--- config.mk ---
export PLATFORM = sky130hd
export DESIGN_NAME = lpc_front
export DESIGN_NICKNAME = d
export VERILOG_FILES = /design/src/design/lorawan_payload_cipher_unit_macros.svh /design/src/design/lpc_pkg.sv /design/src/design/lpc_front.sv
export SDC_FILE = /design/constraint.sdc
export NUM_CORES = 1
export LEC_CHECK = 0
export ABC_AREA = 1
export BUFFER_PORTS_ARGS = -buffer_cell sky130_fd_sc_hd__buf_4
export CAP_MARGIN = 20
export CORE_AREA = 3 3 71 73
export CTS_CLUSTER_SIZE = 30
export DETAILED_ROUTE_END_ITERATION = 12
export DIE_AREA = 0 0 74 76
export SETUP_SLACK_MARGIN = 0.2
export SLEW_MARGIN = 20
export SYNTH_ARGS = -nofsm -noshare
export SYNTH_HDL_FRONTEND = slang
export SYNTH_SLANG_ARGS = --single-unit
--- constraint.sdc ---
create_clock -name clock -period 2 [get_ports clock]
set_clock_uncertainty 0.05 [all_clocks]
set_input_delay 0.2 -clock clock [delete_from_list [all_inputs] [get_ports clock]]
set_output_delay 0.2 -clock clock [all_outputs]
set_load 0.05 [all_outputs]
--- src/design/lorawan_payload_cipher_unit_macros.svh ---
// Assertion macros for the payload cipher unit.
`ifndef LORAWAN_PAYLOAD_CIPHER_UNIT_MACROS_SVH
`define LORAWAN_PAYLOAD_CIPHER_UNIT_MACROS_SVH
`ifndef SYNTHESIS
`define LPC_ASSERT_IMPL(label, clk, rst, ante, cons, msg) \
   label: assert property (@(posedge clk) disable iff (rst) (ante) |-> (cons)) \
      else $error(msg);
`define LPC_ASSERT_NEXT(label, clk, rst, ante, cons, msg) \
   label: assert property (@(posedge clk) disable iff (rst) (ante) |=> (cons)) \
      else $error(msg);
`else
`define LPC_ASSERT_IMPL(label, clk, rst, ante, cons, msg)
`define LPC_ASSERT_NEXT(label, clk, rst, ante, cons, msg)
`endif
`endif

--- src/design/lpc_pkg.sv ---
// Shared types, constants and AES helper functions for the payload cipher.
package lpc_pkg;

   localparam int QDEPTH = 4;
   localparam int QAW    = $clog2(QDEPTH);

   // register indexes on the configuration port
   localparam logic [1:0] REG_KEY_LOW  = 2'd0;
   localparam logic [1:0] REG_KEY_HIGH = 2'd1;
   localparam logic [1:0] REG_DEV_ADDR = 2'd2;

   localparam logic [7:0] BLOCK_TAG  = 8'h01;
   localparam logic [3:0] LAST_ROUND = 4'd10;
   localparam logic [3:0] LAST_BYTE  = 4'd15;

   // one classified payload byte, front to back
   typedef struct packed {
      logic [7:0]  data;
      logic        last;
      logic [3:0]  idx;
      logic        start;
      logic [15:0] ctr;
      logic        dir;
      logic [7:0]  blk;
   } lpc_item_type;

   localparam logic [7:0] SBOX [256] = '{
      8'h63,8'h7c,8'h77,8'h7b,8'hf2,8'h6b,8'h6f,8'hc5,8'h30,8'h01,8'h67,8'h2b,8'hfe,8'hd7,8'hab,8'h76,
      8'hca,8'h82,8'hc9,8'h7d,8'hfa,8'h59,8'h47,8'hf0,8'had,8'hd4,8'ha2,8'haf,8'h9c,8'ha4,8'h72,8'hc0,
      8'hb7,8'hfd,8'h93,8'h26,8'h36,8'h3f,8'hf7,8'hcc,8'h34,8'ha5,8'he5,8'hf1,8'h71,8'hd8,8'h31,8'h15,
      8'h04,8'hc7,8'h23,8'hc3,8'h18,8'h96,8'h05,8'h9a,8'h07,8'h12,8'h80,8'he2,8'heb,8'h27,8'hb2,8'h75,
      8'h09,8'h83,8'h2c,8'h1a,8'h1b,8'h6e,8'h5a,8'ha0,8'h52,8'h3b,8'hd6,8'hb3,8'h29,8'he3,8'h2f,8'h84,
      8'h53,8'hd1,8'h00,8'hed,8'h20,8'hfc,8'hb1,8'h5b,8'h6a,8'hcb,8'hbe,8'h39,8'h4a,8'h4c,8'h58,8'hcf,
      8'hd0,8'hef,8'haa,8'hfb,8'h43,8'h4d,8'h33,8'h85,8'h45,8'hf9,8'h02,8'h7f,8'h50,8'h3c,8'h9f,8'ha8,
      8'h51,8'ha3,8'h40,8'h8f,8'h92,8'h9d,8'h38,8'hf5,8'hbc,8'hb6,8'hda,8'h21,8'h10,8'hff,8'hf3,8'hd2,
      8'hcd,8'h0c,8'h13,8'hec,8'h5f,8'h97,8'h44,8'h17,8'hc4,8'ha7,8'h7e,8'h3d,8'h64,8'h5d,8'h19,8'h73,
      8'h60,8'h81,8'h4f,8'hdc,8'h22,8'h2a,8'h90,8'h88,8'h46,8'hee,8'hb8,8'h14,8'hde,8'h5e,8'h0b,8'hdb,
      8'he0,8'h32,8'h3a,8'h0a,8'h49,8'h06,8'h24,8'h5c,8'hc2,8'hd3,8'hac,8'h62,8'h91,8'h95,8'he4,8'h79,
      8'he7,8'hc8,8'h37,8'h6d,8'h8d,8'hd5,8'h4e,8'ha9,8'h6c,8'h56,8'hf4,8'hea,8'h65,8'h7a,8'hae,8'h08,
      8'hba,8'h78,8'h25,8'h2e,8'h1c,8'ha6,8'hb4,8'hc6,8'he8,8'hdd,8'h74,8'h1f,8'h4b,8'hbd,8'h8b,8'h8a,
      8'h70,8'h3e,8'hb5,8'h66,8'h48,8'h03,8'hf6,8'h0e,8'h61,8'h35,8'h57,8'hb9,8'h86,8'hc1,8'h1d,8'h9e,
      8'he1,8'hf8,8'h98,8'h11,8'h69,8'hd9,8'h8e,8'h94,8'h9b,8'h1e,8'h87,8'he9,8'hce,8'h55,8'h28,8'hdf,
      8'h8c,8'ha1,8'h89,8'h0d,8'hbf,8'he6,8'h42,8'h68,8'h41,8'h99,8'h2d,8'h0f,8'hb0,8'h54,8'hbb,8'h16
   };

   // multiply by x in GF(2^8)
   function automatic logic [7:0] gf_dbl(input logic [7:0] x);
      gf_dbl = {x[6:0], 1'b0} ^ (x[7] ? 8'h1b : 8'h00);
   endfunction

   // next round key; byte i of the key sits in bits 8i+7:8i
   function automatic logic [127:0] key_next(input logic [127:0] rk, input logic [7:0] rc);
      logic [7:0] t [4];
      logic [127:0] nk;
      t[0] = SBOX[rk[111:104]] ^ rc;
      t[1] = SBOX[rk[119:112]];
      t[2] = SBOX[rk[127:120]];
      t[3] = SBOX[rk[103:96]];
      nk = '0;
      for (int c = 0; c < 4; c++) begin
         nk[8*c +: 8] = rk[8*c +: 8] ^ t[c];
      end
      for (int b = 4; b < 16; b++) begin
         nk[8*b +: 8] = rk[8*b +: 8] ^ nk[8*(b-4) +: 8];
      end
      key_next = nk;
   endfunction

   // SubBytes, ShiftRows and (unless final) MixColumns
   function automatic logic [127:0] aes_round(input logic [127:0] st, input logic fin);
      logic [7:0] tmp [16];
      logic [7:0] a0, a1, a2, a3, all;
      logic [127:0] res;
      for (int i = 0; i < 16; i++) begin
         tmp[i] = SBOX[st[8*((((i >> 2) + (i & 3)) & 3) * 4 + (i & 3)) +: 8]];
      end
      res = '0;
      for (int c = 0; c < 4; c++) begin
         a0 = tmp[4*c];
         a1 = tmp[4*c+1];
         a2 = tmp[4*c+2];
         a3 = tmp[4*c+3];
         all = a0 ^ a1 ^ a2 ^ a3;
         if (fin) begin
            res[32*c +: 32] = {a3, a2, a1, a0};
         end else begin
            res[32*c +: 32] = {a3 ^ all ^ gf_dbl(a3 ^ a0), a2 ^ all ^ gf_dbl(a2 ^ a3),
                               a1 ^ all ^ gf_dbl(a1 ^ a2), a0 ^ all ^ gf_dbl(a0 ^ a1)};
         end
      end
      aes_round = res;
   endfunction

endpackage

--- src/design/lpc_front.sv ---
// Front end: accepts payload bytes and tags them with frame and block position.
module lpc_front (
   input  logic                 clock,
   input  logic                 reset,
   input  logic                 accept,
   input  logic [7:0]           req_in_byte,
   input  logic [15:0]          req_frame_counter,
   input  logic                 req_link_direction,
   input  logic                 req_frame_end,
   output lpc_pkg::lpc_item_type item
);
   import lpc_pkg::*;

   logic [3:0]  bib_ff, bib_in;
   logic [7:0]  bn_ff, bn_in;
   logic        inside_ff, inside_in;
   logic [15:0] ctr_ff, ctr_in;
   logic        dir_ff, dir_in;
   logic [3:0]  idx;
   logic [7:0]  bn;

   // frame start restarts position and latches counter and direction
   always_comb begin
      idx    = inside_ff ? bib_ff : 4'd0;
      bn     = inside_ff ? bn_ff : 8'd0;
      ctr_in = inside_ff ? ctr_ff : req_frame_counter;
      dir_in = inside_ff ? dir_ff : req_link_direction;
      bib_in = idx + 4'd1;
      bn_in  = (idx == LAST_BYTE) ? bn + 8'd1 : bn;
      inside_in = !req_frame_end;
      item.data  = req_in_byte;
      item.last  = req_frame_end;
      item.idx   = idx;
      item.start = (idx == 4'd0);
      item.ctr   = ctr_in;
      item.dir   = dir_in;
      item.blk   = bn + 8'd1;
   end

   always_ff @(posedge clock) begin
      if (reset) begin
         bib_ff    <= '0;
         bn_ff     <= '0;
         inside_ff <= 1'b0;
         ctr_ff    <= '0;
         dir_ff    <= 1'b0;
      end else if (accept) begin
         bib_ff    <= bib_in;
         bn_ff     <= bn_in;
         inside_ff <= inside_in;
         ctr_ff    <= ctr_in;
         dir_ff    <= dir_in;
      end
   end
endmodule

Word-level counts from Yosys, hierarchy flattened

Cells that the tools add are included.

Bits in registers: 30
Input port bits: 29
Output and inout bits: 39
Word-level logic and storage cells: 15

Add/sub/neg operators: 2
Equal/unequal tests: 1
Muxes and demuxes: 5
Reduce and logical (&&, ||, !) cells: 2

Operator list:

| operator                                     | count |
|---|---|
| two-way mux 16 bit                           | 1 |
| two-way mux 8 bit                            | 2 |
| adder 8 x 1 -> 8 bit (second input constant) | 1 |
| adder 4 x 1 -> 4 bit (second input constant) | 1 |
| == test 4 bit (second input constant)        | 1 |
| zero test 4 bit                              | 1 |
| two-way mux 4 bit                            | 1 |
| zero test 1 bit                              | 1 |
| two-way mux 1 bit                            | 1 |

Depth between registers and ports, before layout

Depth in word-level cells: 3
Mapped depth: 12
Gate-level depth less buffers: 10

Least setup slack after synthesis

Ideal clock, no wire load.

Path kind: register to register
Start point: register inside_ff
End point: register bn_ff[2]
Library setup time: 74 ps
Data arrival time: 2,032 ps
Data required time: 1,876 ps
Setup slack: -156 ps
Stages on the path, launching flop included: 9
Buffers on the path: 2
Clock period less this slack: 2,156 ps
Cell sequence: dfxtp_1 > buf_6 > buf_4 > nand2_1 > inv_1 > ha_1 > xnor2_1 > nand2_1 > a31oi_1

RTL lines:

| item                     | RTL line        | text |
|---|---|---|
| start: declaration       | lpc_front.sv:16 | `logic inside_ff, inside_in;` |
| start signal: assignment | lpc_front.sv:50 | `inside_ff <= inside_in;` |
| end signal: assignment   | lpc_front.sv:49 | `bn_ff <= bn_in;` |
| end: declaration         | lpc_front.sv:15 | `logic [7:0] bn_ff, bn_in;` |

==> impl_results.md <==
* Outcome: finished, final reports clean
* Setup TNS at 0 ps
* Endpoint class of the critical path: primary output
* Vias in the first global route at 1652
* Fin area at 2421 sq um
* Area Growth Syn to Fin at 41.76%
* Worst hold path startpoint: req_frame_end
* Largest net degree at the start of global routing at 35
* H-tree levels at 2
* Drc violations at 0
* Crit-path max FO at 6
* Hold EP: inside_ff$_SDFFE_PP0P_
* Die Width at 74 um
* Share of post-route cells with drive strength above 1 at 0.3715
* CP Data Required Time at 1750 ps
* Prevailing post-synth register cell: dfxtp_1
* Clock Sinks at 30
* Port Buf Inserts at 51
* Via density at 4.896
* Worst VDD drop at 0.0004015 V
* Row cnt at 24
* CP Launch Type: flip-flop
* Worst slew margin at 0.6978
* Num CTS Buffers at 5
* Initial Util at 0.3869
* Die area at 5624 sq um
* Initial DRC count at 90
* TritonCTS clock tree: yes
* RR Startpoint: inside_ff$_SDFFE_PP0P_
* Internal reg-to-reg setup slack at 140 ps
* GPL Wtd Cong at 0.8169
* RSZ-0062 raised after global routing: yes
* Commonest non-fill, non-tap cell in the layout: nand2_1
* Clock Pin Slew Worst Setup and Hold Paths at 70 ps
* Commonest non-fill, non-tap cells in the layout: nand2_1, buf_4, a21oi_1, dfxtp_1, o21ai_0
* Minimum clock period at 1917 ps
* Root Buffer: clkbuf_8
* Max-slew violations at 0
* Syn. warnings at 0
* Critical path class: flip-flop to primary output
* Post-synthesis sequential area ratio at 0.3516
* Total wire length at 4834 um
* Synth Register Bits at 30
* Post-synthesis mux area share at 0
* FFs w/ async S/R, synth at 0
* Synth Area in XOR/XNOR at 0.005128
* DP Area at 2105 sq um
* DP Cell Count at 350
* Fin. Hold Viols at 0
* Simple-gate share of the synthesized area at 0.3238
* Hold-fix buffers, CTS at 0
* Grt total ovfl at 0
* Number of diodes at 0
* Worst-case reg-to-reg path depth at 14
* Clk_lat worst skew at 280 ps
* Die H at 76 um
* Syn avg cell area at 6.397 sq um
* R2R Path End: bn_ff[6]$_SDFFE_PP0P_
* Worst-margin pin slew at 452.8 ps
* First-pass GRT wire length at 7790 um
* Post-Layout Cell Count at 375
* I/O pin cnt at 68
* Final setup violation count at 0
* Netlist cell types at 23
* Via count at 1836
* Fmax at 0.5217 GHz
* Synthesized Nets at 299
* Mapped Area at 1708 sq um
* Max-cap viol count at 0
* Core Region at 4414 sq um
* CP Data Arrival Time at 1670 ps
* Average wire per standard cell at 12.89 um
* Hold-critical path depth at 2
* Hold Crit Class: input pin to flip-flop
* Initial antenna violation count at 0
* Pre-antenna DRT Iters at 4
* Synth Area in Compound Gates at 0.1648
* P_leak at 1.131 nW
* Nets@finish at 355
* Total track usage at 0.1749
* Routed Antenna Nets at 0
* Fin crit share at 0.9583
* DP HPWL at 2977 um
* Syn Inst Count at 267
* Largest family of logic cells by synthesized area: simple AND/OR/NAND/NOR gates
* Clock Path Buffers at 2
* EDFF count, synth at 0
* Post-Synth Adder-Cell Area at 0.02198
* Power Dens Cells at 622.8 nW/um^2
## area by class of cell
| cell class | count | area, sq um |
|---|---|---|
| sequential | 30 | 608.1 |
| timing repair inverter | 3 | 22.52 |
| inverter | 21 | 90.09 |
| fill | 445 | 1993 |
| multi-input combinational | 192 | 996.0 |
| tap | 52 | 65.06 |
| clock buffer | 7 | 76.32 |
| timing repair buffer | 70 | 563.0 |
## metal layers
layer / global-route usage / share of wire
met1: 0.2343 / 0.45
met5: 0 / 0
met4: 0.05254 / 0.013
met2: 0.2713 / 0.49
met3: 0.04749 / 0.050
## report_power, final
group,total (mW),leakage [nW],switching [mW],internal (mW)
clock network,0.451,0.0383,0.212,0.239
registers,0.657,0.249,0.0256,0.632
logic,0.400,0.844,0.265,0.134
total,1.51,1.13,0.503,1.00
## through the flow
stage	utilization	hold WS, ps	total power [mW]	setup slack [ps]
2_1_floorplan	-	219.1	0.9709	25.23
3_3_place_gp	0.4768	350.3	1.036	232.6
3_5_place_dp	0.4768	350.3	1.039	189.2
4_1_cts	0.5266	60.59	1.513	121.6
5_1_grt	0.5485	68.86	1.587	16.46
6_report	0.5485	75.42	1.508	83.37
## sequential cells by signal, summed over array words and instances (netlist names)
| register | flops |
|---|---|
| bib_ff | 4 |
| inside_ff | 1 |
| dir_ff | 1 |
| ctr_ff | 16 |
| bn_ff | 8 |
## how the worst max path moves through the flow
stage,startpoint,to,cells past startpoint
after global routing,inside_ff$_SDFFE_PP0P_,item[6],8
final,inside_ff$_SDFFE_PP0P_,item[6],8
after detailed placement,inside_ff$_SDFFE_PP0P_,item[6],9
after global placement,inside_ff$_SDFFE_PP0P_,item[14],5
after floorplan,inside_ff$_SDFFE_PP0P_,item[10],3
after CTS,inside_ff$_SDFFE_PP0P_,item[6],9
## Yosys cell counts, drive strengths merged (3+ instances only)
master,instances,area (sq um)
and2,3,18.77
buf,16,117.6
clkbuf,8,30.03
a21oi,33,172.7
nand3,11,55.05
inv,21,78.83
o21ai,16,80.08
dfxtp,30,600.6
nand2,103,391.6
o211ai,3,22.52
nor2,17,81.33
ha,3,37.54
## cell families (layout without fill, tap and decap cells)
| family | Yosys count | after routing |
|---|---|---|
| DFF | 30 | 30 |
| and+or+nand+nor | 135 | 135 |
| AOI/OAI and AO/OA | 53 | 53 |
| adders and majority gates | 3 | 3 |
| buffers and inverters | 45 | 101 |
| xor gates and xnor gates | 1 | 1 |
## timing repair
action                                  CTS  global route
pin swaps                                 5            13
cloned                                    3             0
gates resized for setup                  17            21
endpoints found under the setup margin   21            27
buffers inserted                         11             4
## worst max-delay path: stages, from the launching register on
cell and delay (ps):
dfxtp_4 400, nand2_2 60, inv_2 80, ha_4 130, nand2_2 60, nor2_4 190, nand4_1 130, and2_4 190
buf_8 140
Power figures use the tool's default switching activity.
