==> src/design/lorawan_payload_cipher_unit_macros.svh <==
// Assertion macros for the payload cipher unit.
`ifndef LORAWAN_PAYLOAD_CIPHER_UNIT_MACROS_SVH
`define LORAWAN_PAYLOAD_CIPHER_UNIT_MACROS_SVH
`ifndef SYNTHESIS
`define LPC_ASSERT_IMPL(label, clk, rst, ante, cons, msg) \
   label: assert property (@(posedge clk) disable iff (rst) (ante) |-> (cons)) \
      else $error(msg);
`define LPC_ASSERT_NEXT(label, clk, rst, ante, cons, msg) \
   label: assert property (@(posedge clk) disable iff (rst) (ante) |=> (cons)) \
      else $error(msg);
`else
`define LPC_ASSERT_IMPL(label, clk, rst, ante, cons, msg)
`define LPC_ASSERT_NEXT(label, clk, rst, ante, cons, msg)
`endif
`endif

==> src/design/lpc_pkg.sv <==
// Shared types, constants and AES helper functions for the payload cipher.
package lpc_pkg;

   localparam int QDEPTH = 4;
   localparam int QAW    = $clog2(QDEPTH);

   // register indexes on the configuration port
   localparam logic [1:0] REG_KEY_LOW  = 2'd0;
   localparam logic [1:0] REG_KEY_HIGH = 2'd1;
   localparam logic [1:0] REG_DEV_ADDR = 2'd2;

   localparam logic [7:0] BLOCK_TAG  = 8'h01;
   localparam logic [3:0] LAST_ROUND = 4'd10;
   localparam logic [3:0] LAST_BYTE  = 4'd15;

   // one classified payload byte, front to back
   typedef struct packed {
      logic [7:0]  data;
      logic        last;
      logic [3:0]  idx;
      logic        start;
      logic [15:0] ctr;
      logic        dir;
      logic [7:0]  blk;
   } lpc_item_type;

   localparam logic [7:0] SBOX [256] = '{
      8'h63,8'h7c,8'h77,8'h7b,8'hf2,8'h6b,8'h6f,8'hc5,8'h30,8'h01,8'h67,8'h2b,8'hfe,8'hd7,8'hab,8'h76,
      8'hca,8'h82,8'hc9,8'h7d,8'hfa,8'h59,8'h47,8'hf0,8'had,8'hd4,8'ha2,8'haf,8'h9c,8'ha4,8'h72,8'hc0,
      8'hb7,8'hfd,8'h93,8'h26,8'h36,8'h3f,8'hf7,8'hcc,8'h34,8'ha5,8'he5,8'hf1,8'h71,8'hd8,8'h31,8'h15,
      8'h04,8'hc7,8'h23,8'hc3,8'h18,8'h96,8'h05,8'h9a,8'h07,8'h12,8'h80,8'he2,8'heb,8'h27,8'hb2,8'h75,
      8'h09,8'h83,8'h2c,8'h1a,8'h1b,8'h6e,8'h5a,8'ha0,8'h52,8'h3b,8'hd6,8'hb3,8'h29,8'he3,8'h2f,8'h84,
      8'h53,8'hd1,8'h00,8'hed,8'h20,8'hfc,8'hb1,8'h5b,8'h6a,8'hcb,8'hbe,8'h39,8'h4a,8'h4c,8'h58,8'hcf,
      8'hd0,8'hef,8'haa,8'hfb,8'h43,8'h4d,8'h33,8'h85,8'h45,8'hf9,8'h02,8'h7f,8'h50,8'h3c,8'h9f,8'ha8,
      8'h51,8'ha3,8'h40,8'h8f,8'h92,8'h9d,8'h38,8'hf5,8'hbc,8'hb6,8'hda,8'h21,8'h10,8'hff,8'hf3,8'hd2,
      8'hcd,8'h0c,8'h13,8'hec,8'h5f,8'h97,8'h44,8'h17,8'hc4,8'ha7,8'h7e,8'h3d,8'h64,8'h5d,8'h19,8'h73,
      8'h60,8'h81,8'h4f,8'hdc,8'h22,8'h2a,8'h90,8'h88,8'h46,8'hee,8'hb8,8'h14,8'hde,8'h5e,8'h0b,8'hdb,
      8'he0,8'h32,8'h3a,8'h0a,8'h49,8'h06,8'h24,8'h5c,8'hc2,8'hd3,8'hac,8'h62,8'h91,8'h95,8'he4,8'h79,
      8'he7,8'hc8,8'h37,8'h6d,8'h8d,8'hd5,8'h4e,8'ha9,8'h6c,8'h56,8'hf4,8'hea,8'h65,8'h7a,8'hae,8'h08,
      8'hba,8'h78,8'h25,8'h2e,8'h1c,8'ha6,8'hb4,8'hc6,8'he8,8'hdd,8'h74,8'h1f,8'h4b,8'hbd,8'h8b,8'h8a,
      8'h70,8'h3e,8'hb5,8'h66,8'h48,8'h03,8'hf6,8'h0e,8'h61,8'h35,8'h57,8'hb9,8'h86,8'hc1,8'h1d,8'h9e,
      8'he1,8'hf8,8'h98,8'h11,8'h69,8'hd9,8'h8e,8'h94,8'h9b,8'h1e,8'h87,8'he9,8'hce,8'h55,8'h28,8'hdf,
      8'h8c,8'ha1,8'h89,8'h0d,8'hbf,8'he6,8'h42,8'h68,8'h41,8'h99,8'h2d,8'h0f,8'hb0,8'h54,8'hbb,8'h16
   };

   // multiply by x in GF(2^8)
   function automatic logic [7:0] gf_dbl(input logic [7:0] x);
      gf_dbl = {x[6:0], 1'b0} ^ (x[7] ? 8'h1b : 8'h00);
   endfunction

   // next round key; byte i of the key sits in bits 8i+7:8i
   function automatic logic [127:0] key_next(input logic [127:0] rk, input logic [7:0] rc);
      logic [7:0] t [4];
      logic [127:0] nk;
      t[0] = SBOX[rk[111:104]] ^ rc;
      t[1] = SBOX[rk[119:112]];
      t[2] = SBOX[rk[127:120]];
      t[3] = SBOX[rk[103:96]];
      nk = '0;
      for (int c = 0; c < 4; c++) begin
         nk[8*c +: 8] = rk[8*c +: 8] ^ t[c];
      end
      for (int b = 4; b < 16; b++) begin
         nk[8*b +: 8] = rk[8*b +: 8] ^ nk[8*(b-4) +: 8];
      end
      key_next = nk;
   endfunction

   // SubBytes, ShiftRows and (unless final) MixColumns
   function automatic logic [127:0] aes_round(input logic [127:0] st, input logic fin);
      logic [7:0] tmp [16];
      logic [7:0] a0, a1, a2, a3, all;
      logic [127:0] res;
      for (int i = 0; i < 16; i++) begin
         tmp[i] = SBOX[st[8*((((i >> 2) + (i & 3)) & 3) * 4 + (i & 3)) +: 8]];
      end
      res = '0;
      for (int c = 0; c < 4; c++) begin
         a0 = tmp[4*c];
         a1 = tmp[4*c+1];
         a2 = tmp[4*c+2];
         a3 = tmp[4*c+3];
         all = a0 ^ a1 ^ a2 ^ a3;
         if (fin) begin
            res[32*c +: 32] = {a3, a2, a1, a0};
         end else begin
            res[32*c +: 32] = {a3 ^ all ^ gf_dbl(a3 ^ a0), a2 ^ all ^ gf_dbl(a2 ^ a3),
                               a1 ^ all ^ gf_dbl(a1 ^ a2), a0 ^ all ^ gf_dbl(a0 ^ a1)};
         end
      end
      aes_round = res;
   endfunction

endpackage

==> src/design/lpc_fifo.sv <==
// Short queue of classified bytes between front and back.
module lpc_fifo (
   input  logic                  clock,
   input  logic                  reset,
   input  logic                  wr,
   input  lpc_pkg::lpc_item_type wr_item,
   output logic                  full,
   input  logic                  rd,
   output logic                  head_valid,
   output lpc_pkg::lpc_item_type head
);
   import lpc_pkg::*;

   lpc_item_type   mem_ff [QDEPTH];
   logic [QAW-1:0] wp_ff, rp_ff;
   logic [QAW:0]   cnt_ff;

   assign full       = (cnt_ff == QAW'(0) + (QAW+1)'(QDEPTH));
   assign head_valid = (cnt_ff != '0);
   assign head       = mem_ff[rp_ff];

   // storage
   always_ff @(posedge clock) begin
      if (wr) begin
         mem_ff[wp_ff] <= wr_item;
      end
   end

   // pointers and fill count
   always_ff @(posedge clock) begin
      if (reset) begin
         wp_ff  <= '0;
         rp_ff  <= '0;
         cnt_ff <= '0;
      end else begin
         if (wr) wp_ff <= wp_ff + QAW'(1);
         if (rd) rp_ff <= rp_ff + QAW'(1);
         cnt_ff <= cnt_ff + (QAW+1)'(wr) - (QAW+1)'(rd);
      end
   end
endmodule

==> config.mk <==
export PLATFORM = sky130hd
export DESIGN_NAME = lpc_fifo
export DESIGN_NICKNAME = d
export VERILOG_FILES = /design/src/design/lorawan_payload_cipher_unit_macros.svh /design/src/design/lpc_pkg.sv /design/src/design/lpc_fifo.sv
export SDC_FILE = /design/constraint.sdc
export NUM_CORES = 1
export LEC_CHECK = 0
export BUFFER_PORTS_ARGS = -buffer_cell sky130_fd_sc_hd__buf_4
export CORE_MARGIN = 1
export CORE_UTILIZATION = 61
export DETAILED_ROUTE_END_ITERATION = 16
export HOLD_SLACK_MARGIN = 0.02
export PLACE_DENSITY = 0.84
export SLEW_MARGIN = 20
export SYNTH_ARGS = -nofsm -noshare
export SYNTH_HDL_FRONTEND = slang
export SYNTH_SLANG_ARGS = --single-unit
==> constraint.sdc <==
create_clock -name clock -period 3.5 [get_ports clock]
set_input_delay 0.7 -clock clock [delete_from_list [all_inputs] [get_ports clock]]
set_output_delay 0.7 -clock clock [all_outputs]
set_load 0.05 [all_outputs]
Word-level counts from Yosys, hierarchy flattened
Memories as Yosys holds them, arrays and structs flattened. A register that Yosys moved wholly into a read port is not among the register bits. Index checks and enable logic that the tools add are counted.

Register bits: 7. Bits in writable memories: 156. Input port bits: 43. Output and inout bits: 41. Word-level logic and storage cells: 14. Memories: 1.

Add/sub/neg operators: 4. Equal/unequal tests: 1. Muxes and demuxes: 4. Reductions and logical operators: 1.

Memory list: mem_ff (depth 4, bits a word 39, read ports 1, clocked after memory_dff 1, write ports 1, RTL line lpc_fifo.sv:14) `lpc_item_type mem_ff [QDEPTH];`.

Operators by type and width (number): 2-bit by 1-bit adder with 2-bit output (second input constant) (2); 2-bit two-way mux (2); 3-bit by 1-bit adder with 3-bit output (1); 3-bit == test (second input constant) (1); 3-bit nonzero test (1); 3-bit by 1-bit subtractor with 3-bit output (1); 1-bit two-way mux (2).

Depth between registers and ports, before layout
Gate-level depths: netlist of the first run.

Word-level depth: 3. Gate-level depth with buffers: 7. Gate-level depth less buffers: 7.

Least setup slack after synthesis of the first run
OpenSTA, ideal clock, no wires.

Path type: register -> output. Start: reg with a tool-made name. End: out head[25] in the netlist's numbering. Arrival: 1.364 ns. Data required time: 2.800 ns. Setup slack: 1.436 ns. Cell stages (with the launch flop): 4. Path buffers: 2. Cell sequence: dfxtp_1 -> buf_6 -> buf_6 -> mux4_2.

RTL lines: to (decl) (RTL line lpc_fifo.sv:10) `output lpc_pkg::lpc_item_type head`.

==> results of run 1 <==
==> stage by stage <==
step	cells	instance area, µm²
6_report	493	7490
5_1_grt	493	7490
4_1_cts	493	7490
3_5_place_dp	461	6860
3_3_place_gp	461	6860
2_1_floorplan	245	6060
==> logic make-up (layout without fill, tap and decap cells) <==
family / Yosys count / after routing
mux: 40 / 40
compound gates: 2 / 2
buf+inv: 14 / 129
simple gates: 14 / 14
xor+xnor: 3 / 3
fa+ha+maj: 7 / 7
flops: 165 / 165
==> path summary, 6_finish.rpt <==
path                                  start             to  slack, ns  cells after the start
worst max-delay path               register        head[8]       0.68                      3
worst min-delay path            wr_item[22]  mem_ff[2][22]       0.38                      1
worst max register to register     wp_ff[0]  mem_ff[1][27]       1.63                      3
worst min register to register     wp_ff[0]       wp_ff[0]       0.57                      2
==> cell type report <==
type / instances / area, µm² / share of cell area
Clock inverter: 11 / 205 / 0.0274
Timing Repair Buffer: 91 / 683 / 0.0912
Tap cell: 133 / 166 / 0.0222
Sequential cell: 165 / 4870 / 0.649
Clock buffer: 21 / 429 / 0.0573
Inverter: 6 / 22.5 / 0.00301
Multi-Input combinational cell: 66 / 1120 / 0.150
==> cell usage after synthesis, types with 2 or more instances <==
cell / number
edfxtp_1: 156
mux4_2: 39
dfxtp_1: 9
ha_1: 6
inv_1: 6
nor2_1: 5
and2_1: 4
buf_2: 2
buf_4: 2
buf_6: 2
clkbuf_1: 2
nor2b_1: 2
xnor2_1: 2
==> worst register-to-register path, cell delays in order (launching register included) <==
cell and delay (ns):
dfxtp_1 0.41, ha_1 0.17, and2_2 0.55, buf_4 0.41
==> per-layer routing <==
metal  vias up  GRT usage  part of all wire
met5         -          0                 0
met4         0     0.0914             0.013
met3        10     0.0732             0.047
met2        87      0.381              0.53
met1      1456      0.277              0.41
li1       1227          -                 -
==> power by group <==
group | total [mW] | switching (mW) | internal (mW)
Sequential | 2.30 | 0.0354 | 2.27
Combinational | 0.727 | 0.458 | 0.269
Clock | 1.99 | 0.698 | 1.30
Total | 5.03 | 1.19 | 3.83
==> registers in the layout (all words and copies together), names as in the netlist, named ones only <==
| register | count |
|---|---|
| mem_ff | 156 |
| cnt_ff | 3 |
| rp_ff | 2 |
| wp_ff | 2 |
==> results.py, run 1 <==
metrics = {
    "timing": {
        "fin_skew_ns": 0.00951,
        "hold_viol_final": 0,
        "worst_slack_ns": 0.682,
        "tightest_slew_ns": 0.692,
        "slew_viol_final": 0,
        "grt_setup_unrepaired": "no",
        "finalCritPeriodShare": 0.805,
        "setup_viol": 0,
        "fmaxAchievable_ghz": 0.355,
        "slew_headroom": 0.539,
        "hold_ws_ns": 0.378,
        "min_period_ns": 2.82,
        "tns_ns": 0,
    },
    "die": {
        "io_pins": 84,
        "die_w_um": 102,
        "die_h_um": 102,
        "core_area_mm2": 0.00968,
        "num_rows": 36,
        "fp.dieArea_mm2": 0.0103,
        "start_util": 0.626,
    },
    "routing": {
        "wl_per_cell_um": 21.7,
        "drtAntennaViolNets": 0,
        "viasPerCell": 5.64,
        "drcViolationCount": 0,
        "detail_route.first_pass.iterations": 4,
        "vias": 2780,
        "drt_iter0_drc": 149,
        "routed_wl_um": 10700,
    },
    "layout": {
        "nets": 397,
        "layout_commonest_cell": "edfxtp_1",
        "final_layout_size_suffix_gt1_frac": 0.450,
        "n_antenna_cell": 0,
        "fillerInstances": 492,
        "final_util": 0.774,
        "area_growth_pct": 23.7,
        "layout_common_cells": "156 x edfxtp_1, 91 x buf_4, 39 x mux4_2",
    },
    "cts": {
        "cts_buffers": 17,
        "cts_num_sinks": 165,
        "clock-root-buffer": "clkbuf_8",
        "cts_setup_buffers": 0,
        "cts_resized": 0,
        "clk_pin_slew_ns": 0.06,
        "cts_tree": "done",
        "clk_latency_ns": 0.52,
        "htree_levels": 4,
        "cts_buffer_depth": 2,
        "holdBufCountCts": 0,
    },
    "global_routing": {
        "grt_overflow_total": 0,
        "grt_first_pass_wirelength_um": 16000,
        "grt_pass1_vias": 2983,
        "antenna_found_initial": 0,
        "grt_max_degree": 27,
        "grt.total_usage": 0.228,
    },
    "yosys": {
        "synth_top_area_frac": 0.773,
        "synthesis.instances": 245,
        "synth_compound_area_frac": 0.00248,
        "synth_top_family_by_area": "multiplexers",
        "synthTopCellsByArea": "edfxtp_1 77%, mux4_2 14%, dfxtp_1 3.0%, ha_1 1.2%, and2_1 0.41%",
        "netlist_area_mm2": 0.00606,
        "synth_adder_area_share": 0.0157,
        "yosysWarnings": 0,
        "ys_seq_area_frac": 0.803,
        "synth_mux_area_frac": 0.147,
        "synthSimpleGateAreaFrac": 0.0126,
        "async_flop_share": 0,
        "synth-edff-count": 156,
        "synth_seq_cells": 165,
        "syn_nets": 295,
        "synth_top_cell_by_area": "edfxtp_1",
        "synth.avg_cell_area_um2": 24.7,
        "synth_ff_type": "edfxtp_1",
        "synthDistinctLibCells": 21,
        "synthXorXnorAreaFrac": 0.00682,
    },
    "worst_setup_path": {
        "crit_type": "reg2out",
        "cp_slowest_stage_delay_ns": 0.57,
        "arrival_ns": 2.12,
        "worstPathRequired_ns": 2.80,
        "worst-path-buf-inv": 2,
        "path_max_fanout": 25,
        "crit_chain": "buf_4 -> mux4_2 -> buf_4",
        "critPathMostFrequentCell": "buf_4",
        "critical_path.top_delay_family": "buffers and inverters",
        "cp-start-kind": "register",
        "worstSetupEndpointType": "primary output",
        "crit_slowest_cell": "dfxtp_2",
    },
    "run": {
        "maxCapViolations": 0,
    },
    "place": {
        "dp_slack_ns": 1.21,
        "io_buffers": 83,
        "gp_congestion": 0.676,
        "dp_hpwl_um": 6140,
    },
    "worst_hold_path": {
        "hp-class": "in2reg",
    },
    "power_and_ir_drop": {
        "powerDensity_mw_per_mm2": 671,
        "power_mw": 5.03,
        "vdd_drop_max_mv": 0.417,
        "power_leakage_nw": 2.61,
    },
    "status": {
        "status": "completed",
    },
}
No activity file was read; power rests on OpenSTA's default activity.
==> inputs of run 2 (changes only) <==
--- a/config.mk
+++ b/config.mk
@@ -5,12 +5,13 @@
 export SDC_FILE = /design/constraint.sdc
 export NUM_CORES = 1
 export LEC_CHECK = 0
+export ABC_AREA = 1
 export BUFFER_PORTS_ARGS = -buffer_cell sky130_fd_sc_hd__buf_4
 export CORE_MARGIN = 1
-export CORE_UTILIZATION = 61
+export CORE_UTILIZATION = 52
 export DETAILED_ROUTE_END_ITERATION = 16
 export HOLD_SLACK_MARGIN = 0.02
-export PLACE_DENSITY = 0.84
+export PLACE_DENSITY = 0.76
 export SLEW_MARGIN = 20
 export SYNTH_ARGS = -nofsm -noshare
 export SYNTH_HDL_FRONTEND = slang
==> constraint.sdc (replaced) <==
create_clock -name clock -period 2.4 [get_ports clock]
set_input_delay 0.48 -clock clock [delete_from_list [all_inputs] [get_ports clock]]
set_output_delay 0.48 -clock clock [all_outputs]
set_load 0.05 [all_outputs]
==> results.py, run 2 <==
metrics = {
    "status": {
        "status": "completed",
    },
    "worst_setup_path": {
        "worstSetupEndpointType": "primary output",
        "worst-path-buf-inv": 2,
        "cp-start-kind": "register",
        "arrival_ns": 1.71,
        "crit_chain": "buf_6 -> a21oi_1 -> o21ai_0 -> nand2_1 -> buf_4",
        "worstSetupPathDepth": 5,
        "timing.rr.start": "cnt_ff[0]",
        "ff2ff_path_depth": 9,
        "crit_type": "reg2out",
        "cp_slowest_stage_delay_ns": 0.36,
        "worst_r2r_endpoint": "cnt_ff[2]",
        "crit_slowest_cell": "dfxtp_4",
        "path_max_fanout": 60,
        "reg2reg_slack_ns": 0.78,
        "critical_path.top_delay_family": "buffers and inverters",
        "crit_path_end": "head[35]",
        "worstPathRequired_ns": 1.92,
    },
    "yosys": {
        "synthSimpleGateAreaFrac": 0.0529,
        "syn_nets": 562,
        "netlist_area_mm2": 0.00660,
        "synth.most_common_cell": "edfxtp_1",
        "ys_seq_area_frac": 0.737,
        "yosysWarnings": 0,
        "synth-edff-count": 156,
        "async_flop_share": 0,
        "synth_top_family_by_area": "compound AO/OA/AOI/OAI gates",
        "synth.avg_cell_area_um2": 12.9,
        "synth_top_area_frac": 0.710,
        "synth_top_cell_by_area": "edfxtp_1",
        "synth_seq_cells": 165,
        "synthXorXnorAreaFrac": 0,
        "synthDistinctLibCells": 17,
        "synthesis.instances": 512,
        "synth_compound_area_frac": 0.111,
        "synth_mux_area_frac": 0,
        "synth.top_cells.by_count": "156 x edfxtp_1, 95 x inv_1, 86 x nand2_1",
        "synth_ff_type": "edfxtp_1",
        "synthTopCellsByArea": "edfxtp_1 71%, inv_1 5.4%, nand2_1 4.9%, o211ai_1 4.4%, a21oi_1 3.4%",
        "synth_adder_area_share": 0.0144,
    },
    "layout": {
        "nets": 645,
        "n_antenna_cell": 0,
        "largest_register_ffs": 156,
        "area_growth_pct": 20.5,
        "regMostFlops": "mem_ff",
        "fillerInstances": 910,
        "largestRegisters": "mem_ff x156, cnt_ff x3",
        "final_cells": 776,
        "layout_common_cells": "156 x edfxtp_1, 91 x inv_1, 86 x nand2_1",
        "final_layout_size_suffix_gt1_frac": 0.204,
        "layout_commonest_cell": "edfxtp_1",
    },
    "global_routing": {
        "grt_pass1_vias": 3755,
        "antenna_found_initial": 0,
        "grt_max_degree": 97,
        "grt_first_pass_wirelength_um": 18100,
        "grt_overflow_total": 0,
        "grt.total_usage": 0.190,
    },
    "timing": {
        "fin_skew_ns": 0.00446,
        "hold_viol_final": 0,
        "slew_headroom": 0.739,
        "grt_setup_unrepaired": "no",
        "fmaxAchievable_ghz": 0.456,
        "setup_viol": 0,
        "finalCritPeriodShare": 0.913,
        "min_period_ns": 2.19,
        "tns_ns": 0,
        "tightest_slew_ns": 0.391,
        "slew_viol_final": 0,
    },
    "die": {
        "core_area_mm2": 0.0122,
        "num_rows": 40,
        "die_h_um": 115,
        "io_pins": 84,
        "fp.dieArea_mm2": 0.0131,
        "start_util": 0.541,
        "die_w_um": 115,
    },
    "place": {
        "gp_congestion": 0.704,
        "io_buffers": 83,
        "place_inst": 744,
        "dp_hpwl_um": 6650,
    },
    "worst_hold_path": {
        "hp-class": "in2reg",
    },
    "routing": {
        "routed_wl_um": 11600,
        "drcViolationCount": 0,
        "drt_iter0_drc": 222,
        "drtAntennaViolNets": 0,
        "detail_route.first_pass.iterations": 4,
        "vias": 3878,
        "viasPerCell": 5.00,
        "wl_per_cell_um": 14.9,
    },
    "power_and_ir_drop": {
        "power_mw": 7.03,
        "powerDensity_mw_per_mm2": 884,
        "vdd_drop_max_mv": 0.659,
        "power_leakage_nw": 3.14,
    },
    "run": {
        "maxCapViolations": 0,
    },
    "cts": {
        "cts_tree": "done",
        "clock-root-buffer": "clkbuf_16",
        "clk_pin_slew_ns": 0.06,
        "cts_buffers": 17,
        "holdBufCountCts": 0,
        "cts_buffer_depth": 2,
        "clk_latency_ns": 0.42,
        "cts_num_sinks": 165,
        "htree_levels": 4,
    },
}
==> run 2: cell types whose count changed after synthesis, sizes merged, moves of 2 or more <==
cell	delta
inv	+89
nand2	+86
a21oi	+44
o21ai	+43
mux4	-39
o211ai	+39
buf	+19
and2	-4
nand3	+2
nor2	-2
nor2b	-2
xnor2	-2
==> run 2: stage by stage <==
step | cell area (µm²) | util | setup WS [ns] | hold WS (ns)
floorplan | 6600 | - | 0.513 | 0.436
global placement | 7360 | 0.603 | 0.605 | 0.443
detailed placement | 7360 | 0.603 | 0.553 | 0.449
CTS | 7950 | 0.651 | 0.0743 | 0.210
global route | 7960 | 0.652 | 0.104 | 0.221
finish | 7960 | 0.652 | 0.209 | 0.229
==> run 2: area by class of cell <==
class                   count  area [µm²]  share of cell area
multi-input cells         226        1180               0.148
clock buffers              18         429              0.0539
flip-flops and latches    165        4870               0.612
inverters                  95         357              0.0448
repair buffers             90         754              0.0948
well taps                 168         210              0.0264
clock inverters            14         160              0.0201
==> run 2: cell families after synthesis <==
family / Yosys count
buffers and inverters: 121
AND/OR/NAND/NOR: 92
adder cells (fa/ha/maj): 7
AO/OA/AOI/OAI: 127
flip-flops: 165
==> run 2: worst min-delay path by stage <==
stage                     cells past startpoint     start        end
after floorplan                               2  rp_ff[1]   register
after global placement                        2  rp_ff[1]   register
after detailed placement                      2  rp_ff[1]   register
after CTS                                     2     reset  cnt_ff[0]
after global routing                          2     reset  cnt_ff[0]
final                                         2     reset  cnt_ff[0]
==> run 2: power breakdown <==
part	switching, mW	internal, mW
Clock	1.05	1.62
Sequential	0.0353	3.29
Combinational	0.731	0.304
Total	1.82	5.22
==> run 2: what timing repair did <==
item                       CTS  global route
gates resized for setup      0             1
buffers inserted             0             0
setup endpoints to repair    0             1
==> run 2: metal layers <==
layer / part of all wire / global-route usage / vias to the layer above
met5: 0 / 0 / -
met4: 0.019 / 0.0970 / 0
met3: 0.049 / 0.0524 / 23
met2: 0.52 / 0.324 / 94
met1: 0.42 / 0.220 / 1829
li1: - / - / 1932
